===== config.mk =====
export PLATFORM = sky130hd
export DESIGN_NAME = core_hotplug_load_governor
export DESIGN_NICKNAME = d
export VERILOG_FILES = /design/src/rtl/chlg_pkg.sv /design/src/rtl/chlg_front.sv /design/src/rtl/chlg_queue.sv /design/src/rtl/chlg_back.sv /design/src/rtl/core_hotplug_load_governor.sv
export VERILOG_INCLUDE_DIRS = /design/src /design/src/rtl
export SDC_FILE = /design/constraint.sdc
export NUM_CORES = 2
export LEC_CHECK = 0
export BUFFER_PORTS_ARGS = -buffer_cell sky130_fd_sc_hd__buf_2
export CORE_UTILIZATION = 45
export CTS_CLUSTER_DIAMETER = 200
export CTS_CLUSTER_SIZE = 30
export DETAILED_ROUTE_END_ITERATION = 10
export PLACE_DENSITY = 0.63
export SYNTH_ARGS = -nofsm -noshare
export SYNTH_HDL_FRONTEND = slang
export SYNTH_HIERARCHICAL = 1
export SYNTH_SLANG_ARGS = --single-unit

===== constraint.sdc =====
create_clock -name i_clk -period 5.8 [get_ports i_clk]
set_input_delay 0.29 -clock i_clk [delete_from_list [all_inputs] [get_ports i_clk]]
set_output_delay 0.29 -clock i_clk [all_outputs]
set_load 0.01 [all_outputs]

===== src/rtl/core_hotplug_load_governor_assert.svh =====
// Assertion macros for the hotplug load governor.
// Used by the top level; no other dependencies.
`ifndef CORE_HOTPLUG_LOAD_GOVERNOR_ASSERT_SVH
`define CORE_HOTPLUG_LOAD_GOVERNOR_ASSERT_SVH
`ifndef SYNTHESIS
`define CHLG_ASSERT_IMPLY(label, ante, cons) \
    label: assert property (@(posedge i_clk) disable iff (!i_rst_n) (ante) |-> (cons)) \
        else $error("chlg: same-cycle check failed");
`define CHLG_ASSERT_NEXT(label, ante, cons) \
    label: assert property (@(posedge i_clk) disable iff (!i_rst_n) (ante) |=> (cons)) \
        else $error("chlg: next-cycle check failed");
`else
`define CHLG_ASSERT_IMPLY(label, ante, cons)
`define CHLG_ASSERT_NEXT(label, ante, cons)
`endif
`endif


===== src/rtl/chlg_pkg.sv =====
// Shared types, codes and constants for the hotplug load governor.
// No dependencies; imported by every module of the block.
package chlg_pkg;

    localparam int unsigned WINDOW_LEN      = 25;
    localparam int unsigned LOAD_W          = 16;
    localparam int unsigned TASK_W          = 10;
    localparam int unsigned ONLINE_W        = 4;
    localparam int unsigned OFFLINE_W       = 10;
    localparam int unsigned DELAY_W         = 7;
    localparam int unsigned ACTION_W        = 3;
    localparam int unsigned OP_W            = 2;

    localparam int unsigned TASK_SCALE      = 100;
    localparam int unsigned ENABLE_PER_CORE = 100;
    localparam int unsigned BOOST_MIN_CORES = 2;
    localparam int unsigned DELAY_MAX       = 127;
    localparam int unsigned LOAD_MAX        = (2 ** LOAD_W) - 1;
    localparam logic        BOOST_MASK      = 1'b0;

    localparam int unsigned SCALED_W   = TASK_W + $clog2(TASK_SCALE);
    localparam int unsigned SQ_W       = 2 * ONLINE_W;
    localparam int unsigned ENABLE_W   = $clog2(ENABLE_PER_CORE * ((2 ** ONLINE_W) - 1) + 1);
    localparam int unsigned OFF_THR_W  = OFFLINE_W + ONLINE_W;

    localparam int unsigned POS_W      = $clog2(WINDOW_LEN);
    localparam int unsigned SUM_W      = $clog2(WINDOW_LEN * LOAD_MAX + 1);
    localparam int unsigned DIV_SHIFT  = SUM_W + $clog2(WINDOW_LEN);
    localparam longint unsigned DIV_MUL =
        ((64'd1 << DIV_SHIFT) + WINDOW_LEN - 1) / WINDOW_LEN;
    localparam int unsigned MUL_W      = $clog2(DIV_MUL + 1);
    localparam int unsigned PROD_W     = SUM_W + MUL_W;
    localparam logic [MUL_W-1:0] DIV_MUL_C = MUL_W'(DIV_MUL);

    localparam int unsigned QUEUE_DEPTH = 2;
    localparam int unsigned QPTR_W      = $clog2(QUEUE_DEPTH);
    localparam int unsigned QCNT_W      = $clog2(QUEUE_DEPTH + 1);

    localparam int unsigned PADDR_W     = 4;
    localparam int unsigned PDATA_W     = 32;
    localparam int unsigned REG_IDX_W   = PADDR_W - 2;

    localparam logic [REG_IDX_W-1:0] REG_MIN_ONLINE   = 2'd0;
    localparam logic [REG_IDX_W-1:0] REG_CORES_AVAIL  = 2'd1;
    localparam logic [REG_IDX_W-1:0] REG_OFFLINE_LOAD = 2'd2;

    localparam logic [ONLINE_W-1:0]  RST_MIN_ONLINE   = 4'd1;
    localparam logic [ONLINE_W-1:0]  RST_CORES_AVAIL  = 4'd4;
    localparam logic [OFFLINE_W-1:0] RST_OFFLINE_LOAD = 10'd55;

    localparam logic [OP_W-1:0] OP_SAMPLE  = 2'd0;
    localparam logic [OP_W-1:0] OP_BOOST   = 2'd1;
    localparam logic [OP_W-1:0] OP_SUSPEND = 2'd2;
    localparam logic [OP_W-1:0] OP_RESUME  = 2'd3;

    localparam logic [ACTION_W-1:0] ACT_NONE             = 3'd0;
    localparam logic [ACTION_W-1:0] ACT_ONLINE_ALL       = 3'd1;
    localparam logic [ACTION_W-1:0] ACT_OFFLINE_ONE      = 3'd2;
    localparam logic [ACTION_W-1:0] ACT_BOOST_ONLINE_ONE = 3'd3;
    localparam logic [ACTION_W-1:0] ACT_CANCEL_OFFLINE   = 3'd4;
    localparam logic [ACTION_W-1:0] ACT_OFFLINE_ALL      = 3'd5;
    localparam logic [ACTION_W-1:0] ACT_RESTART          = 3'd6;

    typedef struct packed {
        logic [OP_W-1:0]     operation;
        logic [TASK_W-1:0]   runnable_tasks;
        logic [ONLINE_W-1:0] cores_online;
        logic                offline_pending;
        logic                boost_on;
        logic                boost_single;
    } t_in_item;

    typedef struct packed {
        logic [ACTION_W-1:0] action;
        logic [LOAD_W-1:0]   average_load;
        logic [DELAY_W-1:0]  delay_periods;
        logic                boost_active_flag;
        logic                boost_oneshot_flag;
        logic                suspended_flag;
    } t_out_item;

    typedef struct packed {
        logic [ONLINE_W-1:0]  min_online;
        logic [ONLINE_W-1:0]  cores_available;
        logic [OFFLINE_W-1:0] offline_load_per_core;
    } t_cfg;

    typedef struct packed {
        logic [OP_W-1:0]      op;
        logic [LOAD_W-1:0]    running;
        logic                 pending;
        logic                 b_on;
        logic                 b_single;
        logic                 below_min;
        logic                 can_raise;
        logic                 above_min;
        logic                 few_online;
        logic                 multi_online;
        logic [ENABLE_W-1:0]  enable_thr;
        logic [OFF_THR_W-1:0] off_thr;
        logic [DELAY_W-1:0]   delay;
    } t_cmd;

endpackage


===== src/rtl/chlg_front.sv =====
// Front end: accepts requests and classifies them against the configuration.
// Depends on chlg_pkg; feeds chlg_queue.
module chlg_front
    import chlg_pkg::*;
(
    input  logic     i_clk,
    input  logic     i_rst_n,
    input  t_cfg     i_cfg,
    input  logic     i_valid,
    output logic     o_stall,
    input  t_in_item i_item,
    input  logic     i_q_full,
    output logic     o_push,
    output t_cmd     o_cmd
);

    logic                 r_valid;
    logic                 n_valid;
    t_cmd                 r_cmd;
    t_cmd                 n_cmd;
    logic                 accept;
    logic [ONLINE_W-1:0]  cores_eff;
    logic [ONLINE_W-1:0]  min_raw;
    logic [ONLINE_W-1:0]  min_eff;
    logic [SCALED_W-1:0]  scaled;
    logic [SQ_W-1:0]      sq;

    assign o_stall = r_valid && i_q_full;
    assign o_push  = r_valid && !i_q_full;
    assign accept  = i_valid && !o_stall;
    assign n_valid = accept || (r_valid && !o_push);
    assign o_cmd   = r_cmd;

    always_comb begin
        cores_eff = (i_cfg.cores_available == '0) ? ONLINE_W'(1) : i_cfg.cores_available;
        min_raw   = (i_cfg.min_online == '0) ? ONLINE_W'(1) : i_cfg.min_online;
        min_eff   = (min_raw > cores_eff) ? cores_eff : min_raw;
        scaled    = SCALED_W'(i_item.runnable_tasks) * SCALED_W'(TASK_SCALE);
        sq        = SQ_W'(i_item.cores_online) * SQ_W'(i_item.cores_online);

        n_cmd.op           = i_item.operation;
        n_cmd.running      = (scaled > SCALED_W'(LOAD_MAX)) ? LOAD_W'(LOAD_MAX)
                                                            : scaled[LOAD_W-1:0];
        n_cmd.pending      = i_item.offline_pending;
        n_cmd.b_on         = i_item.boost_on;
        n_cmd.b_single     = i_item.boost_single;
        n_cmd.below_min    = i_item.cores_online < min_eff;
        n_cmd.can_raise    = i_item.cores_online < cores_eff;
        n_cmd.above_min    = i_item.cores_online > min_eff;
        n_cmd.few_online   = i_item.cores_online < ONLINE_W'(BOOST_MIN_CORES);
        n_cmd.multi_online = i_item.cores_online > ONLINE_W'(1);
        n_cmd.enable_thr   = ENABLE_W'(cores_eff) * ENABLE_W'(ENABLE_PER_CORE);
        n_cmd.off_thr      = OFF_THR_W'(i_cfg.offline_load_per_core)
                           * OFF_THR_W'(i_item.cores_online);
        n_cmd.delay        = (sq > SQ_W'(DELAY_MAX)) ? DELAY_W'(DELAY_MAX) : sq[DELAY_W-1:0];
    end

    always_ff @(posedge i_clk) begin
        if (!i_rst_n) begin
            r_valid <= 1'b0;
        end else begin
            r_valid <= n_valid;
        end
    end

    always_ff @(posedge i_clk) begin
        if (accept) begin
            r_cmd <= n_cmd;
        end
    end

endmodule


===== src/rtl/chlg_queue.sv =====
// Short request queue between the front end and the back end.
// Depends on chlg_pkg.
module chlg_queue
    import chlg_pkg::*;
(
    input  logic i_clk,
    input  logic i_rst_n,
    input  logic i_push,
    input  t_cmd i_cmd,
    output logic o_full,
    input  logic i_pop,
    output logic o_valid,
    output t_cmd o_cmd
);

    t_cmd              r_mem [QUEUE_DEPTH];
    logic [QPTR_W-1:0] r_wr_ptr;
    logic [QPTR_W-1:0] r_rd_ptr;
    logic [QCNT_W-1:0] r_count;
    logic [QPTR_W-1:0] n_wr_ptr;
    logic [QPTR_W-1:0] n_rd_ptr;
    logic [QCNT_W-1:0] n_count;
    logic              do_push;
    logic              do_pop;

    assign o_full  = r_count == QCNT_W'(QUEUE_DEPTH);
    assign o_valid = r_count != '0;
    assign o_cmd   = r_mem[r_rd_ptr];
    assign do_push = i_push && !o_full;
    assign do_pop  = i_pop && o_valid;

    always_comb begin
        n_wr_ptr = r_wr_ptr;
        n_rd_ptr = r_rd_ptr;
        n_count  = r_count;
        if (do_push) begin
            n_wr_ptr = (r_wr_ptr == QPTR_W'(QUEUE_DEPTH - 1)) ? '0 : r_wr_ptr + 1'b1;
        end
        if (do_pop) begin
            n_rd_ptr = (r_rd_ptr == QPTR_W'(QUEUE_DEPTH - 1)) ? '0 : r_rd_ptr + 1'b1;
        end
        if (do_push && !do_pop) begin
            n_count = r_count + 1'b1;
        end else if (do_pop && !do_push) begin
            n_count = r_count - 1'b1;
        end
    end

    always_ff @(posedge i_clk) begin
        if (!i_rst_n) begin
            r_wr_ptr <= '0;
            r_rd_ptr <= '0;
            r_count  <= '0;
        end else begin
            r_wr_ptr <= n_wr_ptr;
            r_rd_ptr <= n_rd_ptr;
            r_count  <= n_count;
        end
    end

    always_ff @(posedge i_clk) begin
        if (do_push) begin
            r_mem[r_wr_ptr] <= i_cmd;
        end
    end

endmodule


===== src/rtl/chlg_back.sv =====
// Back end: load window, average by reciprocal multiply, decision and flags.
// Depends on chlg_pkg; fed by chlg_queue.
module chlg_back
    import chlg_pkg::*;
(
    input  logic      i_clk,
    input  logic      i_rst_n,
    input  logic      i_valid,
    output logic      o_pop,
    input  t_cmd      i_cmd,
    output logic      o_valid,
    input  logic      i_stall,
    output t_out_item o_item
);

    logic [LOAD_W-1:0] r_ring [WINDOW_LEN];
    logic [POS_W-1:0]  r_pos;
    logic [SUM_W-1:0]  r_sum;
    logic [POS_W-1:0]  n_pos;
    logic [SUM_W-1:0]  n_sum;

    logic              r_s1_valid;
    t_cmd              r_s1_cmd;
    logic [SUM_W-1:0]  r_s1_sum;
    logic              r_s2_valid;
    t_cmd              r_s2_cmd;
    logic [PROD_W-1:0] r_s2_prod;
    logic              r_out_valid;
    t_out_item         r_out_item;
    t_out_item         n_item;

    logic              r_boost_active;
    logic              r_boost_oneshot;
    logic              r_suspended;
    logic              n_boost_active;
    logic              n_boost_oneshot;
    logic              n_suspended;

    logic              out_load;
    logic              s2_free;
    logic              s1_move;
    logic              s1_free;
    logic              ring_upd;
    logic              boost_block;
    logic [LOAD_W-1:0] avg;

    assign out_load = r_s2_valid && (!r_out_valid || !i_stall);
    assign s2_free  = !r_s2_valid || out_load;
    assign s1_move  = r_s1_valid && s2_free;
    assign s1_free  = !r_s1_valid || s1_move;
    assign o_pop    = i_valid && s1_free;
    assign ring_upd = o_pop && (i_cmd.op == OP_SAMPLE);
    assign o_valid  = r_out_valid;
    assign o_item   = r_out_item;

    assign n_sum = r_sum - SUM_W'(r_ring[r_pos]) + SUM_W'(i_cmd.running);
    assign n_pos = (r_pos == POS_W'(WINDOW_LEN - 1)) ? '0 : r_pos + 1'b1;
    assign avg   = r_s2_prod[DIV_SHIFT +: LOAD_W];
    assign boost_block = r_boost_active && r_boost_oneshot && BOOST_MASK;

    always_comb begin
        n_boost_active  = r_boost_active;
        n_boost_oneshot = r_boost_oneshot;
        n_suspended     = r_suspended;
        n_item          = '0;
        unique case (r_s2_cmd.op)
            OP_SAMPLE: begin
                n_item.average_load = avg;
                if ((avg >= LOAD_W'(r_s2_cmd.enable_thr) && r_s2_cmd.can_raise)
                    || r_s2_cmd.below_min) begin
                    n_item.action = ACT_ONLINE_ALL;
                end else if (avg <= LOAD_W'(r_s2_cmd.off_thr) && r_s2_cmd.above_min
                             && !boost_block && !r_s2_cmd.pending) begin
                    n_item.action = ACT_OFFLINE_ONE;
                    if (r_boost_oneshot) begin
                        n_boost_active  = 1'b0;
                        n_boost_oneshot = 1'b0;
                    end
                end else begin
                    n_item.action        = ACT_NONE;
                    n_item.delay_periods = r_s2_cmd.delay;
                end
            end
            OP_BOOST: begin
                if (!r_suspended) begin
                    if (r_s2_cmd.b_single) begin
                        n_boost_oneshot = 1'b1;
                    end
                    if (r_s2_cmd.b_on) begin
                        if (!r_boost_active) begin
                            n_boost_active = 1'b1;
                            if (r_s2_cmd.few_online) begin
                                n_item.action = ACT_BOOST_ONLINE_ONE;
                            end else if (r_s2_cmd.pending) begin
                                n_item.action = ACT_CANCEL_OFFLINE;
                            end
                        end
                    end else begin
                        n_boost_active = 1'b0;
                    end
                end
            end
            OP_SUSPEND: begin
                n_suspended = 1'b1;
                if (r_s2_cmd.multi_online) begin
                    n_item.action = ACT_OFFLINE_ALL;
                end
            end
            OP_RESUME: begin
                n_suspended   = 1'b0;
                n_item.action = ACT_RESTART;
            end
        endcase
        n_item.boost_active_flag  = n_boost_active;
        n_item.boost_oneshot_flag = n_boost_oneshot;
        n_item.suspended_flag     = n_suspended;
    end

    always_ff @(posedge i_clk) begin
        if (!i_rst_n) begin
            for (int i = 0; i < WINDOW_LEN; i++) begin
                r_ring[i] <= '0;
            end
            r_pos <= '0;
            r_sum <= '0;
        end else if (ring_upd) begin
            r_ring[r_pos] <= i_cmd.running;
            r_pos         <= n_pos;
            r_sum         <= n_sum;
        end
    end

    always_ff @(posedge i_clk) begin
        if (!i_rst_n) begin
            r_s1_valid      <= 1'b0;
            r_s2_valid      <= 1'b0;
            r_out_valid     <= 1'b0;
            r_boost_active  <= 1'b0;
            r_boost_oneshot <= 1'b0;
            r_suspended     <= 1'b0;
        end else begin
            r_s1_valid  <= o_pop || (r_s1_valid && !s1_move);
            r_s2_valid  <= s1_move || (r_s2_valid && !out_load);
            r_out_valid <= out_load || (r_out_valid && i_stall);
            if (out_load) begin
                r_boost_active  <= n_boost_active;
                r_boost_oneshot <= n_boost_oneshot;
                r_suspended     <= n_suspended;
            end
        end
    end

    always_ff @(posedge i_clk) begin
        if (o_pop) begin
            r_s1_cmd <= i_cmd;
            r_s1_sum <= n_sum;
        end
        if (s1_move) begin
            r_s2_cmd  <= r_s1_cmd;
            r_s2_prod <= PROD_W'(r_s1_sum) * PROD_W'(DIV_MUL_C);
        end
        if (out_load) begin
            r_out_item <= n_item;
        end
    end

endmodule


===== src/rtl/core_hotplug_load_governor.sv =====
// Top level of the hotplug load governor: configuration registers and the
// front, queue and back units. Depends on chlg_pkg and the assertion header.
//
// Requests enter on i_in_valid / o_in_stall with payload i_in_data; a request
// is taken at a clock edge where i_in_valid is high and o_in_stall is low.
// Operations: sample tick, boost request, suspend, resume. Each request yields
// exactly one result on o_out_valid / i_out_stall with payload o_out_data.
// From acceptance to o_out_valid a request passes the front register, queue slot,
// window-sum stage and reciprocal-multiply stage, with the decision folded into
// the output register.
// Throughput is one request per cycle unless stalled; the window sum is
// a running sum: per-item work is only one add/subtract and one 21x22 multiply.
// While i_out_stall is high the result holds; the two-entry queue and the
// back-end stages keep filling, then o_in_stall rises.
// Registers via APB: min_online at 0x0, cores_available at 0x4,
// offline_load_per_core at 0x8; pready is always high. Write only while idle.
// Synchronous reset clears the load window, running sum, ring position and
// flags, and returns registers to 1, 4 and 55.
`include "core_hotplug_load_governor_assert.svh"

module core_hotplug_load_governor
    import chlg_pkg::*;
(
    input  logic               i_clk,
    input  logic               i_rst_n,
    input  logic               i_in_valid,
    output logic               o_in_stall,
    input  t_in_item           i_in_data,
    output logic               o_out_valid,
    input  logic               i_out_stall,
    output t_out_item          o_out_data,
    input  logic               psel,
    input  logic               penable,
    input  logic               pwrite,
    input  logic [PADDR_W-1:0] paddr,
    input  logic [PDATA_W-1:0] pwdata,
    output logic [PDATA_W-1:0] prdata,
    output logic               pready
);

    t_cfg                 r_cfg;
    t_cfg                 n_cfg;
    logic                 cfg_wr;
    logic [REG_IDX_W-1:0] reg_idx;

    logic                 q_full;
    logic                 q_push;
    logic                 q_pop;
    logic                 q_valid;
    t_cmd                 front_cmd;
    t_cmd                 q_cmd;

    assign pready  = 1'b1;
    assign cfg_wr  = psel && penable && pwrite;
    assign reg_idx = paddr[PADDR_W-1:2];

    always_comb begin
        n_cfg = r_cfg;
        if (cfg_wr) begin
            unique case (reg_idx)
                REG_MIN_ONLINE:   n_cfg.min_online            = pwdata[ONLINE_W-1:0];
                REG_CORES_AVAIL:  n_cfg.cores_available       = pwdata[ONLINE_W-1:0];
                REG_OFFLINE_LOAD: n_cfg.offline_load_per_core = pwdata[OFFLINE_W-1:0];
                default:          n_cfg = r_cfg;
            endcase
        end
    end

    always_comb begin
        unique case (reg_idx)
            REG_MIN_ONLINE:   prdata = PDATA_W'(r_cfg.min_online);
            REG_CORES_AVAIL:  prdata = PDATA_W'(r_cfg.cores_available);
            REG_OFFLINE_LOAD: prdata = PDATA_W'(r_cfg.offline_load_per_core);
            default:          prdata = '0;
        endcase
    end

    always_ff @(posedge i_clk) begin
        if (!i_rst_n) begin
            r_cfg.min_online            <= RST_MIN_ONLINE;
            r_cfg.cores_available       <= RST_CORES_AVAIL;
            r_cfg.offline_load_per_core <= RST_OFFLINE_LOAD;
        end else begin
            r_cfg <= n_cfg;
        end
    end

    chlg_front u_front (
        .i_clk    (i_clk),
        .i_rst_n  (i_rst_n),
        .i_cfg    (r_cfg),
        .i_valid  (i_in_valid),
        .o_stall  (o_in_stall),
        .i_item   (i_in_data),
        .i_q_full (q_full),
        .o_push   (q_push),
        .o_cmd    (front_cmd)
    );

    chlg_queue u_queue (
        .i_clk   (i_clk),
        .i_rst_n (i_rst_n),
        .i_push  (q_push),
        .i_cmd   (front_cmd),
        .o_full  (q_full),
        .i_pop   (q_pop),
        .o_valid (q_valid),
        .o_cmd   (q_cmd)
    );

    chlg_back u_back (
        .i_clk   (i_clk),
        .i_rst_n (i_rst_n),
        .i_valid (q_valid),
        .o_pop   (q_pop),
        .i_cmd   (q_cmd),
        .o_valid (o_out_valid),
        .i_stall (i_out_stall),
        .o_item  (o_out_data)
    );

    `CHLG_ASSERT_IMPLY(a_boost_action_flag, o_out_valid && (o_out_data.action == ACT_BOOST_ONLINE_ONE || o_out_data.action == ACT_CANCEL_OFFLINE), o_out_data.boost_active_flag)
    `CHLG_ASSERT_IMPLY(a_delay_only_idle, o_out_valid && o_out_data.delay_periods != '0, o_out_data.action == ACT_NONE)
    `CHLG_ASSERT_IMPLY(a_offline_all_suspended, o_out_valid && o_out_data.action == ACT_OFFLINE_ALL, o_out_data.suspended_flag)
    `CHLG_ASSERT_NEXT(a_cfg_min_write, cfg_wr && reg_idx == REG_MIN_ONLINE, r_cfg.min_online == $past(pwdata[ONLINE_W-1:0]))

endmodule

==> out/metrics.cfg <==
[clocking]
cts_max_level = 2
cts_tree = built
insertion_delay_ns = 0.61
path_clk_slew_ns = 0.12
clock_path_buffers = 3
cts_inserted_buffers = 35
clock-sinks = 894
root_buffer = clkbuf_16

[grt]
grt_use_total_pct = 20.30
antenna_found_initial = 0
gr-total-overflow = 0
grt_pass1_vias = 28027
grt_start_max_net_pins = 69
grt_pass1_wl_mm = 167.6

[route]
wl_per_cell_um = 21.55
vias = 27847
ant_nets = 0
wl_mm = 109.2
via_per_inst = 5.494
drcViolationCount = 2
first_iter_violations = 2233
first_pass_iters = 8

[logic_synthesis]
synth_ff_type = edfxtp_1
synth_top_area_share_pct = 51.92
synth_cell_types = 90
synth_area_leaders = edfxtp_1 (52%), ha_1 (8.5%), fa_1 (8.1%)
syn_area_um2 = 48180
yosysWarnings = 6
ys_async_sr_fraction_pct = 0
synth_commonest_cells = edfxtp_1 (833), nor3_1 (414), inv_1 (393), ha_1 (329), fa_1 (194)
ys_seq_area_share_pct = 54.45
synth-seq-cells = 894
yosysMostFrequentCell = edfxtp_1
syn_area_per_cell_um2 = 13.88
synth_edf_count = 833
synth_top_cell_by_area = edfxtp_1
synth_cells = 3470

[timing]
max_freq_ghz = 0.1629
report.final.slew_viol_count = 0
finalHoldViolations = 0
final.setup_skew_ns = 0.02939
holdWs_ns = 0.03066
rsz0062_at_grt = yes
period_minus_slack_ns = 6.139
setup_violations = 15
worstMarginPinSlew_ns = 1.193
min_period_over_period_pct = 105.8
relSlewSlack_pct = 20.45
finalWorstSetupSlack_ns = -0.3393

[layout]
drive_gt1_share_pct = 19.41
area_growth_pct = 10.29
antenna-diode-count = 0
fin_util_pct = 50.26
nets = 4237
final_cells = 5069

[floorplanning]
die_w_um = 329.2
core_um2 = 105700
start_util_pct = 45.57
fp.dieArea_um2 = 108400
ios = 126
die_y_um = 329.2
rows = 119

[setup_path]
worstPathRequired_ns = 6.18
regToRegStartpoint = u_back/r_s1_sum[4]$_DFFE_PP_
cp-start-kind = flip-flop
criticalPathCategory = reg2reg
endpoint_kind = flip-flop
r2r-end = u_back/r_s2_prod[29]$_DFFE_PP_
reg2regPathDepth = 22
setup.reg_to_reg.worst_slack_ns = -0.34
cp_max_fo = 2
worst_ep_arrival_time_ns = 6.52

[placed_design]
dp.final_hpwl_mm = 76.57
gp_congestion = 0.8836
portBuffers = 78
place_inst = 4962

[worst_hold_path]
min_from = i_in_data[7]
hp-class = in2reg
hold_depth = 2
hold_end = u_front/o_cmd[42]$_SDFFCE_PP1P_

[outcome]
status = finished with violations
violations = DRC, setup timing

[run]
cap_viol_max_count = 0

[worst max-delay path, cell delays in order, from the launching register on]
cell and delay (ns):
edfxtp_1 0.39, buf_6 0.12, inv_6 0.03, fa_1 0.58
fa_1 0.44, fa_1 0.51, fa_1 0.45, fa_1 0.52
inv_1 0.05, fa_1 0.47, inv_1 0.05, fa_1 0.49
inv_2 0.05, ha_4 0.21, buf_4 0.13, a21o_1 0.15
a211o_1 0.33, a211oi_4 0.26, o31ai_2 0.11, a31oi_1 0.21
o21bai_1 0.12, buf_4 0.14, xor2_1 0.13
[registers in the layout (all words and copies together) (netlist names), 21 cells and up, named ones only]
register and flops:
u_back/r_ring 512, u_queue/r_mem 116, u_front/o_cmd 55, u_back/r_s1_cmd 42, u_back/r_s2_cmd 42, u_back/o_item 29
u_back/r_s1_sum 21, u_back/r_sum 21
[metal layers]
layer	global-route usage, %	vias to the layer above	wire [um]
li1	-	12879	-
met5	0.5652	-	85
met2	32.89	671	51810
met1	28.91	14197	48930
met4	4.207	2	1914
met3	3.288	98	6487
[what timing repair did]
item                                    in CTS  in global routing
hold endpoints to repair                    22                  0
hold buffers                                16                  0
pin swaps                                   53                 25
buffers inserted                            21                  8
gates cloned                                 0                  0
gates resized for setup                     48                 15
endpoints found under the setup margin      15                 16
[final cells by class]
type / count / area (um2)
tap: 1391 / 1740
multi-input combinational: 1954 / 19920
inverter: 412 / 1551
clock inverter: 1 / 7.507
fill: 9070 / 52580
timing repair buffer: 355 / 2648
clock buffer: 62 / 1020
sequential: 894 / 26250
[metrics by stage]
step	setup TNS [ns]	instance area, um2	setup WS [ns]
final	-3.264	53140	-0.3393
after global routing	-6.497	53140	-0.5489
after CTS	-2.368	52990	-0.2699
after detailed placement	-3.918	51390	-0.4557
after global placement	-2.942	51390	-0.3903
after floorplan	-0.3516	48330	-0.1583
[kinds of logic after synthesis]
family / share of synthesized area [%]
AO/OA/AOI/OAI: 3.836
XOR/XNOR: 1.182
adder cells (fa/ha/maj): 16.61
buffers and inverters: 5.428
flip-flops: 54.45
multiplexers: 9.897
other: 0.02337
AND/OR/NAND/NOR: 8.575
[how the worst max path moves through the flow]
stage,depth (start not counted),slack (ns),to,from
floorplan,20,-0.16,u_back/r_s2_prod[30]$_DFFE_PP_,u_back/r_s1_sum[4]$_DFFE_PP_
global placement,24,-0.39,u_back/r_s2_prod[35]$_DFFE_PP_,u_back/r_s1_sum[3]$_DFFE_PP_
detailed placement,24,-0.46,u_back/r_s2_prod[35]$_DFFE_PP_,u_back/r_s1_sum[3]$_DFFE_PP_
CTS,19,-0.27,u_back/r_s2_prod[41]$_DFFE_PP_,u_back/r_s1_sum[3]$_DFFE_PP_
global route,21,-0.55,u_back/r_s2_prod[40]$_DFFE_PP_,u_back/r_s1_sum[4]$_DFFE_PP_
finish,22,-0.34,u_back/r_s2_prod[29]$_DFFE_PP_,u_back/r_s1_sum[4]$_DFFE_PP_
[layout by cell type, fill, tap and decap left out, types with 10 or more instances in the layout]
cell           count
a21boi_0          12
a21o_1            26
a21oi_1           55
a21oi_2           10
a31oi_1           14
and2_1            66
buf_2             77
buf_4            247
clkbuf_1          25
clkbuf_16         37
clkinv_1          16
conb_1            25
dfxtp_1           57
dlygate4sd3_1     16
edfxtp_1         833
fa_1             191
ha_1             314
ha_4              13
inv_1            385
inv_2             10
mux2_1            20
mux2_2            55
mux2i_1           32
mux4_2           160
nand2_1          106
nand2b_1          19
nand3_1           20
nand4_1           12
nor2_1            54
nor2b_1           22
nor3_1           411
o211ai_1          14
o21a_1            15
o21ai_0           28
o21ai_1           29
o21ai_2           13
xnor2_1           43
xor2_1            20
Power is not shown: default switching activity piles up to over one toggle a cycle in this logic, so the estimate is an artifact.
